**config.mk**
```make
export PLATFORM = sky130hd
export DESIGN_NAME = crc32_word_stream_hash_top
export DESIGN_NICKNAME = d
export VERILOG_FILES = /design/src/sv/crc32wsh_pkg.sv /design/src/sv/crc32_word_stream_hash_top.sv /design/src/sv/crc32wsh_in_stage.sv /design/src/sv/crc32wsh_core.sv /design/src/sv/crc32wsh_out_stage.sv
export SDC_FILE = /design/constraint.sdc
export NUM_CORES = 1
export LEC_CHECK = 0
export BUFFER_PORTS_ARGS = -buffer_cell sky130_fd_sc_hd__buf_2
export CORE_ASPECT_RATIO = 1.75
export CORE_UTILIZATION = 35
export CTS_BUF_LIST = sky130_fd_sc_hd__clkbuf_16
export DETAILED_ROUTE_END_ITERATION = 6
export PLACE_DENSITY = 0.52
export RECOVER_POWER = 100
export SLEW_MARGIN = 20
export SYNTH_ARGS = -nofsm -noshare
export SYNTH_HDL_FRONTEND = slang
export SYNTH_SLANG_ARGS = --single-unit
```
**constraint.sdc**
```tcl
create_clock -name i_clk -period 7.2 [get_ports i_clk]
set_clock_uncertainty 0.15 [all_clocks]
set_input_delay 1.44 -clock i_clk [delete_from_list [all_inputs] [get_ports i_clk]]
set_output_delay 1.44 -clock i_clk [all_outputs]
set_load 0.02 [all_outputs]
```
**src/sv/crc32wsh_pkg.sv**
```systemverilog
// ----------------------------------------------------------------------------
// crc32wsh_pkg
// types, constants and crc functions shared by the word-stream crc-32 hash
// ----------------------------------------------------------------------------
package crc32wsh_pkg;

    localparam int unsigned WordBits  = 32;
    localparam int unsigned CountBits = 3;
    localparam int unsigned HashBits  = 31;
    localparam int unsigned WordBytes = 4;

    localparam logic [WordBits-1:0]  CrcPoly      = 32'h04C1_1DB7;
    localparam logic [CountBits-1:0] CountFull    = 3'd4;
    localparam logic [CountBits-1:0] CountOne     = 3'd1;
    localparam logic [CountBits-1:0] CountTwo     = 3'd2;
    localparam logic [CountBits-1:0] CountThree   = 3'd3;
    localparam logic [CountBits-1:0] CountNone    = 3'd0;

    // one accepted input transaction
    typedef struct packed {
        logic [WordBits-1:0]  data_word;
        logic [CountBits-1:0] byte_count;
        logic                 last;
    } t_item;

    // result handed from the crc core to the output register
    typedef struct packed {
        logic                valid;
        logic [HashBits-1:0] hash_value;
    } t_result;

    typedef logic [WordBits-1:0] t_col_table [WordBits];

    // column i: the register with only bit i set, advanced by 32 msb-first steps
    function automatic t_col_table f_gen_cols();
        t_col_table      cols;
        logic [WordBits-1:0] v;
        for (int i = 0; i < WordBits; i++) begin
            v = '0;
            v[i] = 1'b1;
            for (int s = 0; s < WordBits; s++) begin
                if (v[WordBits-1]) begin
                    v = (v << 1) ^ CrcPoly;
                end else begin
                    v = v << 1;
                end
            end
            cols[i] = v;
        end
        return cols;
    endfunction

    localparam t_col_table AdvCols = f_gen_cols();

    // four byte steps folded into one xor matrix
    function automatic logic [WordBits-1:0] f_advance(input logic [WordBits-1:0] r);
        logic [WordBits-1:0] acc;
        acc = '0;
        for (int i = 0; i < WordBits; i++) begin
            if (r[i]) begin
                acc = acc ^ AdvCols[i];
            end
        end
        return acc;
    endfunction

    // keep the leading byte_count bytes, zero the rest
    function automatic logic [WordBits-1:0] f_keep_bytes(
        input logic [WordBits-1:0]  w,
        input logic [CountBits-1:0] n
    );
        logic [WordBits-1:0] res;
        case (n)
            CountNone:  res = '0;
            CountOne:   res = w & 32'hFF00_0000;
            CountTwo:   res = w & 32'hFFFF_0000;
            CountThree: res = w & 32'hFFFF_FF00;
            default:    res = w;
        endcase
        return res;
    endfunction

endpackage

```
**src/sv/crc32_word_stream_hash_top.sv**
```systemverilog
// ----------------------------------------------------------------------------
// crc32_word_stream_hash_top
// crc-32 (msb first, poly 04c11db7) hash over a stream of 32-bit words
// ----------------------------------------------------------------------------
//
// channel   direction  contents
// s_axis    in         tdata: data_word[31:0], byte_count[34:32]; tlast: last
// m_axis    out        tdata: hash_value[30:0]
//
// one word per cycle while no last word is held by a stalled result; an input
// transaction passes the input register, then the crc core into the result register
// the crc feedback is one 32x32 xor matrix plus the word xor, all combinational
// synchronous active-low reset clears valids and crc register, sets first-word flag
// a stalled result holds a last word in the input register, which then stalls
// the slave side; words that are not last pass while the result side is full
//
module crc32_word_stream_hash_top (
    input  logic        i_clk,
    input  logic        i_rst_n,
    // slave side
    input  logic        s_axis_tvalid,
    output logic        s_axis_tready,
    input  logic [39:0] s_axis_tdata,   // data_word[31:0], byte_count[34:32], zero pad
    input  logic        s_axis_tlast,
    // master side
    output logic        m_axis_tvalid,
    input  logic        m_axis_tready,
    output logic [31:0] m_axis_tdata    // hash_value[30:0], zero pad
);

    crc32wsh_pkg::t_item   w_s_item;
    crc32wsh_pkg::t_item   w_in_item;
    logic                  w_in_valid;
    logic                  w_consume;
    logic                  w_out_free;
    crc32wsh_pkg::t_result w_result;
    logic [crc32wsh_pkg::HashBits-1:0] w_hash;

    // unpack the slave transaction
    assign w_s_item.data_word  = s_axis_tdata[31:0];
    assign w_s_item.byte_count = s_axis_tdata[34:32];
    assign w_s_item.last       = s_axis_tlast;

    crc32wsh_in_stage u_in_stage (
        .i_clk     (i_clk),
        .i_rst_n   (i_rst_n),
        .i_valid   (s_axis_tvalid),
        .o_ready   (s_axis_tready),
        .i_item    (w_s_item),
        .i_consume (w_consume),
        .o_valid   (w_in_valid),
        .o_item    (w_in_item)
    );

    // crc state lives here; first word loads inverted, later words advance
    crc32wsh_core u_core (
        .i_clk      (i_clk),
        .i_rst_n    (i_rst_n),
        .i_valid    (w_in_valid),
        .i_item     (w_in_item),
        .i_out_free (w_out_free),
        .o_consume  (w_consume),
        .o_result   (w_result)
    );

    crc32wsh_out_stage u_out_stage (
        .i_clk    (i_clk),
        .i_rst_n  (i_rst_n),
        .i_result (w_result),
        .o_free   (w_out_free),
        .o_valid  (m_axis_tvalid),
        .i_ready  (m_axis_tready),
        .o_hash   (w_hash)
    );

    assign m_axis_tdata = {1'b0, w_hash};

    // ------------------------------------------------------------------------
    // assertions
    // ------------------------------------------------------------------------

    // a last word is only folded in when the result register can take it
    a_no_result_overwrite : assert property (
        @(posedge i_clk) disable iff (!i_rst_n)
        (w_consume && w_in_item.last) |-> w_out_free
    ) else $error("result register overwritten");

    // a fresh result follows a last word consumed by the core
    a_result_from_last : assert property (
        @(posedge i_clk) disable iff (!i_rst_n)
        $rose(m_axis_tvalid) |-> $past(w_consume && w_in_item.last)
    ) else $error("result without a last word");

    // back-pressure on the slave side only with a held input word
    a_ready_when_empty : assert property (
        @(posedge i_clk) disable iff (!i_rst_n)
        !s_axis_tready |-> (w_in_valid && !w_consume)
    ) else $error("slave side stalled with empty input register");

    // nothing offered straight after reset
    a_reset_quiet : assert property (
        @(posedge i_clk)
        !i_rst_n |=> !m_axis_tvalid
    ) else $error("result valid after reset");

endmodule

```
**src/sv/crc32wsh_in_stage.sv**
```systemverilog
// ----------------------------------------------------------------------------
// crc32wsh_in_stage
// input register holding one transaction for the crc core
// ----------------------------------------------------------------------------
module crc32wsh_in_stage (
    input  logic                 i_clk,
    input  logic                 i_rst_n,
    input  logic                 i_valid,
    output logic                 o_ready,
    input  crc32wsh_pkg::t_item  i_item,
    input  logic                 i_consume,
    output logic                 o_valid,
    output crc32wsh_pkg::t_item  o_item
);

    logic                r_valid;
    logic                n_valid;
    crc32wsh_pkg::t_item r_item;

    // free, or emptied this cycle by the core
    assign o_ready = !r_valid || i_consume;

    always_comb begin
        n_valid = r_valid;
        if (i_valid && o_ready) begin
            n_valid = 1'b1;
        end else if (i_consume) begin
            n_valid = 1'b0;
        end
    end

    always_ff @(posedge i_clk) begin
        if (!i_rst_n) begin
            r_valid <= 1'b0;
        end else begin
            r_valid <= n_valid;
        end
    end

    always_ff @(posedge i_clk) begin
        if (i_valid && o_ready) begin
            r_item <= i_item;
        end
    end

    assign o_valid = r_valid;
    assign o_item  = r_item;

endmodule

```
**src/sv/crc32wsh_core.sv**
```systemverilog
// ----------------------------------------------------------------------------
// crc32wsh_core
// crc register and first-word flag, one word folded in per cycle unless a last word waits for a free output slot
// ----------------------------------------------------------------------------
module crc32wsh_core (
    input  logic                   i_clk,
    input  logic                   i_rst_n,
    input  logic                   i_valid,
    input  crc32wsh_pkg::t_item    i_item,
    input  logic                   i_out_free,
    output logic                   o_consume,
    output crc32wsh_pkg::t_result  o_result
);

    logic [crc32wsh_pkg::WordBits-1:0] r_crc;
    logic [crc32wsh_pkg::WordBits-1:0] n_crc;
    logic                              r_first;
    logic                              n_first;
    logic [crc32wsh_pkg::WordBits-1:0] w_word;
    logic                              w_short;

    // a last word needs a free output slot
    assign o_consume = i_valid && (!i_item.last || i_out_free);

    assign w_word  = crc32wsh_pkg::f_keep_bytes(i_item.data_word, i_item.byte_count);
    assign w_short = r_first && (i_item.byte_count < crc32wsh_pkg::CountFull);

    always_comb begin
        n_crc   = r_crc;
        n_first = r_first;
        if (o_consume) begin
            if (r_first) begin
                n_crc = ~w_word;
            end else begin
                n_crc = crc32wsh_pkg::f_advance(r_crc) ^ w_word;
            end
            n_first = i_item.last;
        end
    end

    always_comb begin
        o_result.valid = o_consume && i_item.last;
        if (w_short) begin
            o_result.hash_value = '0;
        end else begin
            o_result.hash_value = ~n_crc[crc32wsh_pkg::HashBits-1:0];
        end
    end

    always_ff @(posedge i_clk) begin
        if (!i_rst_n) begin
            r_crc   <= '0;
            r_first <= 1'b1;
        end else begin
            r_crc   <= n_crc;
            r_first <= n_first;
        end
    end

endmodule

```
**src/sv/crc32wsh_out_stage.sv**
```systemverilog
// ----------------------------------------------------------------------------
// crc32wsh_out_stage
// result register driving the master side
// ----------------------------------------------------------------------------
module crc32wsh_out_stage (
    input  logic                                 i_clk,
    input  logic                                 i_rst_n,
    input  crc32wsh_pkg::t_result                i_result,
    output logic                                 o_free,
    output logic                                 o_valid,
    input  logic                                 i_ready,
    output logic [crc32wsh_pkg::HashBits-1:0]    o_hash
);

    logic                              r_valid;
    logic                              n_valid;
    logic [crc32wsh_pkg::HashBits-1:0] r_hash;

    assign o_free = !r_valid || i_ready;

    always_comb begin
        n_valid = r_valid;
        if (i_result.valid) begin
            n_valid = 1'b1;
        end else if (i_ready) begin
            n_valid = 1'b0;
        end
    end

    always_ff @(posedge i_clk) begin
        if (!i_rst_n) begin
            r_valid <= 1'b0;
        end else begin
            r_valid <= n_valid;
        end
    end

    always_ff @(posedge i_clk) begin
        if (i_result.valid) begin
            r_hash <= i_result.hash_value;
        end
    end

    assign o_valid = r_valid;
    assign o_hash  = r_hash;

endmodule
```
==> Word level (Yosys, flattened, before mapping) <==
Index checks and enable logic that the tools add are counted.
{ "op_classes": {"n_lt_le_gt_ge": 1, "eq_ne": 3, "muxes": 103, "n_reduce_logical": 13, "n_bitwise": 34} }
{ "ops": {"columns": ["operator", "n"], "rows": [
  ["two-way mux 32 bit", 78],
  ["two-way mux 31 bit", 7],
  ["one-hot mux 32 bit (4 select lines)", 1],
  ["two-way mux 30 bit", 4],
  ["NOT 13 bit", 9],
  ["two-way mux 29 bit", 3],
  ["NOT 14 bit", 5],
  ["NOT 15 bit", 4],
  ["two-way mux 28 bit", 2],
  ["two-way mux 27 bit", 2],
  ["NOT 12 bit", 4],
  ["NOT 16 bit", 3],
  ["NOT 18 bit", 2],
  ["NOT 32 bit", 1],
  ["bitwise XOR 32 bit", 1],
  ["NOT 31 bit", 1],
  ["two-way mux 26 bit", 1],
  ["two-way mux 25 bit", 1],
  ["NOT 11 bit", 2],
  ["NOT 20 bit", 1],
  ["NOT 17 bit", 1],
  ["equality test 3 x 2 -> 1 bit, second input constant", 2],
  ["logical AND 1 bit", 4],
  ["two-way mux 1 bit", 4],
  ["other kinds (6)", 11]
]} }
{ "totals": {"elab_cells": 163, "in_bits": 45, "register_bits": 102, "output_inout_bits": 34} }

==> Depth between registers and ports, before layout <==
{ "logic_depth": {"word_depth": 133, "ltp_mapped": 8, "mapped_depth_nobuf": 6} }

==> By module <==
Synthesis repeated with hierarchy kept, for this count alone.
{ "unflattened": {"cells_unflattened": 585, "hier_area_um2": 7054.3} }
{ "modules_own_cells": {"columns": ["mod", "cells_each", "area_per_inst_um2", "seq_area_each_um2", "instances"], "rows": [
  ["crc32wsh_core", 507, 4924.7, 660.6, 1],
  ["crc32wsh_in_stage", 41, 1138.6, 1101.1, 1],
  ["crc32wsh_out_stage", 35, 979.7, 950.9, 1],
  ["crc32_word_stream_hash_top", 2, 11.3, 0.0, 1]
]} }

==> Least setup slack after synthesis <==
OpenSTA, ideal clock, no wires.
{ "synth_timing": {"path_kind": "input -> register", "from": "input m_axis_tready", "to": "register u_out_stage.r_hash (netlist bit u_out_stage.o_hash[0]) (enable)", "t_arrival_ns": 3.308, "path_buffers": 1, "setup_slack_ns": 3.321, "t_required_ns": 6.629, "setup_ns": 0.421, "cell_stages": 4, "path_cell_list": "nand3b_1 > nand2_1 > clkbuf_1 > nor2_1"} }
{ "synth_between": {"elab_chain_len": 4} }
{ "synth_lines": {"columns": ["element", "line", "text"], "rows": [
  ["start, declared", "crc32_word_stream_hash_top.sv:27", "input logic m_axis_tready,"],
  ["logical OR 1 bit", "crc32wsh_out_stage.sv:19", "assign o_free = !r_valid || i_ready;"],
  ["logical OR 1 bit", "crc32wsh_core.sv:23", "assign o_consume = i_valid && (!i_item.last || i_out_free);"],
  ["logical AND 1 bit", "crc32wsh_core.sv:23", null],
  ["logical AND 1 bit", "crc32wsh_core.sv:42", "o_result.valid = o_consume && i_item.last;"],
  ["end signal, assigned", "crc32wsh_out_stage.sv:40", "r_hash <= i_result.hash_value;"],
  ["end, declared", "crc32wsh_out_stage.sv:17", "logic [crc32wsh_pkg::HashBits-1:0] r_hash;"]
]} }
Every way passes these cells.
A chain may end at the register's enable or synchronous reset.

==> Final worst setup path <==
{ "layout_timing": {"from": "input m_axis_tready", "to": "register u_out_stage.r_hash (netlist bit u_out_stage.o_hash[27]) (data pin)"} }
{ "layout_between": {"elab_chain_len": 5} }
{ "layout_lines": {"columns": ["element", "line", "text"], "rows": [
  ["logical OR 1 bit", "crc32wsh_out_stage.sv:19", null],
  ["logical OR 1 bit", "crc32wsh_core.sv:23", null],
  ["logical AND 1 bit", "crc32wsh_core.sv:23", null],
  ["two-way mux 31 bit", "crc32wsh_core.sv:31", "if (o_consume) begin"],
  ["NOT 31 bit", "crc32wsh_core.sv:46", "o_result.hash_value = ~n_crc[crc32wsh_pkg::HashBits-1:0];"]
]} }
Every way passes these cells.

==> impl_metrics.tcl <==
set metrics [dict create \
    hpwl_mm 14.01 \
    cts_tree "yes" \
    startpoint_type "primary input" \
    maxCapViolCount 3 \
    min_period_ns 4.823 \
    grt_usage_pct 19.47 \
    holdBufCountCts 0 \
    syn_inst 578 \
    grt_max_degree 73 \
    ioPinCount 79 \
    timing.slew.headroom_pct -100.4 \
    antenna_left 0 \
    yosysWarnings 0 \
    failed_checks "capacitance limit, slew limit" \
    vdd_ir_drop_max_mv 0.1133 \
    power_density_nw_per_um2 352.3 \
    clkSlewWorstSetupHoldPaths_ns 0.07 \
    grt_pass1_vias 4720 \
    synth_ff_type "edfxtp_1" \
    dieArea_um2 20470 \
    start_util_pct 36.09 \
    arrival_ns 4.82 \
    worstSetupPathType "primary input to flop" \
    p_sw_share_pct 34.41 \
    yosysUniqueCellTypes 56 \
    power_switching_uw 923.9 \
    clock-root-buffer "clkbuf_16" \
    dr.pass1.iters 5 \
    drtIter0Drc 214 \
    drt_wl_total_mm 18.67 \
    drc 0 \
    antenna_found_initial 0 \
    cts_buffers 9 \
    antenna_cells 0 \
    p_comb_share_pct 52.4 \
    area_growth_syn_to_layout_pct 9.511 \
    min_period_over_period_pct 66.98 \
    port_buffers 72 \
    post-cts-setup-buffers 0 \
    yosys_register_bits 102 \
    syn_area_per_cell_um2 12.04 \
    coreArea_um2 19280 \
    register_area_um2 2713 \
    drv_slew 143 \
    crit_required_ns 7.20 \
    p_int_uw 1761 \
    die_w_um 108.6 \
    ys_async_sr_fraction_pct 0 \
    cts_max_path_buffers 2 \
    startpoint "m_axis_tready" \
    drive_gt1_share_pct 11.13 \
    final_nets 651 \
    gp_congestion 0.8855 \
    synth-seq-area-share_pct 38.98 \
    outcome "finished, violations left" \
    htreeDepth 3 \
    r2r_start "u_in_stage.o_item[0]$_DFFE_PP_" \
    die_h_um 188.5 \
    ctsResizeCount 0 \
    path_max_fanout 72 \
    syn_nets 623 \
    multi_input_area_um2 3949 \
    overflow 0 \
    hold_class "flop to flop" \
    clock_latency_ns 0.36 \
    synth_edf_count 67 \
    n_fill_cell 1925 \
    grt_pass1_wl_mm 28.35 \
    place_area_um2 7375 \
    p_clk_share_pct 18.9 \
    tns_ns 0 \
    stdcell_area_um2 7621 \
    end_kind "flop" \
    rsz0062_at_grt "no" \
    syn-cell-area_um2 6959 \
    cts.sinks 102 \
    clock.fmax_mhz 207.4 \
    finalHoldViolCount 0 \
    dr_total_vias 4421 \
    final_common_cell "xnor2_1" \
    rows 67 \
    worst-slew-pin-transition_ns 3.006 \
    drt-vias-per-instance 5.189 \
    wl_per_cell_um 21.91 \
    p_seq_share_pct 28.7 \
    leakage_uw 0.003183 \
    final_cell_mix "69 x xnor2_1, 67 x edfxtp_1, 59 x xnor3_1" \
    hold_start "u_out_stage.o_valid$_SDFFE_PN0P_" \
    setup_violations 0 \
]
sequential cells by signal, indices dropped and copies added (netlist names), named ones only:
register / flops
u_in_stage.o_valid: 1
u_out_stage.o_valid: 1
u_core.r_crc: 28
u_core.r_first: 1
u_in_stage.o_item: 36
u_out_stage.o_hash: 31
cell type report:
cell class,count,share of cell area [%]
multi-input combinational,415,51.81
sequential,102,35.59
timing repair buffer,75,4.416
tap,241,3.957
clock buffer,10,3.284
clock inverter,6,0.7880
inverter,3,0.1478
cells by family after synthesis:
group / Yosys count / synth area share [%]
AO/OA/AOI/OAI: 92 / 9.133
XOR/XNOR: 180 / 38.03
buffers and inverters: 61 / 4.225
flip-flops: 102 / 38.98
multiplexers: 3 / 0.4315
other: 1 / 0.05389
AND/OR/NAND/NOR: 139 / 9.152
cells in the mapped netlist, types with 6 or more instances:
library cell	count	area share, %
nand3_1	20	1.4
a21oi_1	21	1.5
nand2_1	48	2.6
clkbuf_1	25	1.3
o211ai_1	13	1.4
xor3_1	8	2.7
buf_2	24	1.7
xnor2_2	7	1.6
xnor3_1	59	19
and2_1	9	0.81
o21ai_0	17	1.2
o21a_1	10	1.1
dfxtp_1	35	10
a221oi_1	6	0.76
xnor2_1	69	8.7
nor2_1	35	1.9
xor2_1	32	4.0
o311a_1	6	0.86
nor2b_1	8	0.72
edfxtp_1	67	29
through the flow:
stage / power, uW / utilization, % / std cells / hold slack, ns / setup slack [ns]
final: 2685 / 39.53 / 852 / 0.3868 / 2.377
after global routing: 2814 / 39.53 / 852 / 0.4318 / 2.007
after global placement: 2194 / 38.25 / 836 / 0.3519 / 3.568
after detailed placement: 2207 / 38.25 / 836 / 0.3800 / 3.537
after CTS: 2721 / 39.86 / 852 / 0.3931 / 3.533
after floorplan: 1886 / - / 578 / 0.3507 / 3.321
worst max-delay path: stages:
cell and delay (ns):
buf_2 0.10, nand3b_1 0.20, nand2_1 0.11, clkbuf_1 2.11, o21ai_0 0.23, a22o_1 0.30
a221oi_1 0.26
layer usage:
metal  vias to the layer above  wire length [um]  track usage, %
met4                         0               756           10.34
met3                        35               614           1.972
li1                       2083                 -               -
met1                      2175              7039           21.59
met2                       128             10260           35.61
met5                         -                 0               0
power by group through the flow:
stage	logic (uW)	clock network [uW]	registers (uW)
after floorplan	1180	0	709
after global placement	1410	0	785
after detailed placement	1420	0	784
after CTS	1430	521	772
after global routing	1500	542	777
final	1410	507	772
path summary, 6_finish.rpt:
check | to | slack [ns] | depth (start not counted)
worst max-delay path | u_out_stage.o_hash[27]$_SDFFCE_PP0P_ | 2.38 | 7
worst min-delay path | u_out_stage.o_valid$_SDFFE_PN0P_ | 0.39 | 2
worst max register to register | u_out_stage.o_hash[27]$_SDFFCE_PP0P_ | 3.25 | 6
worst min register to register | u_out_stage.o_valid$_SDFFE_PN0P_ | 0.39 | 2
(Power assumes the default switching activity.)
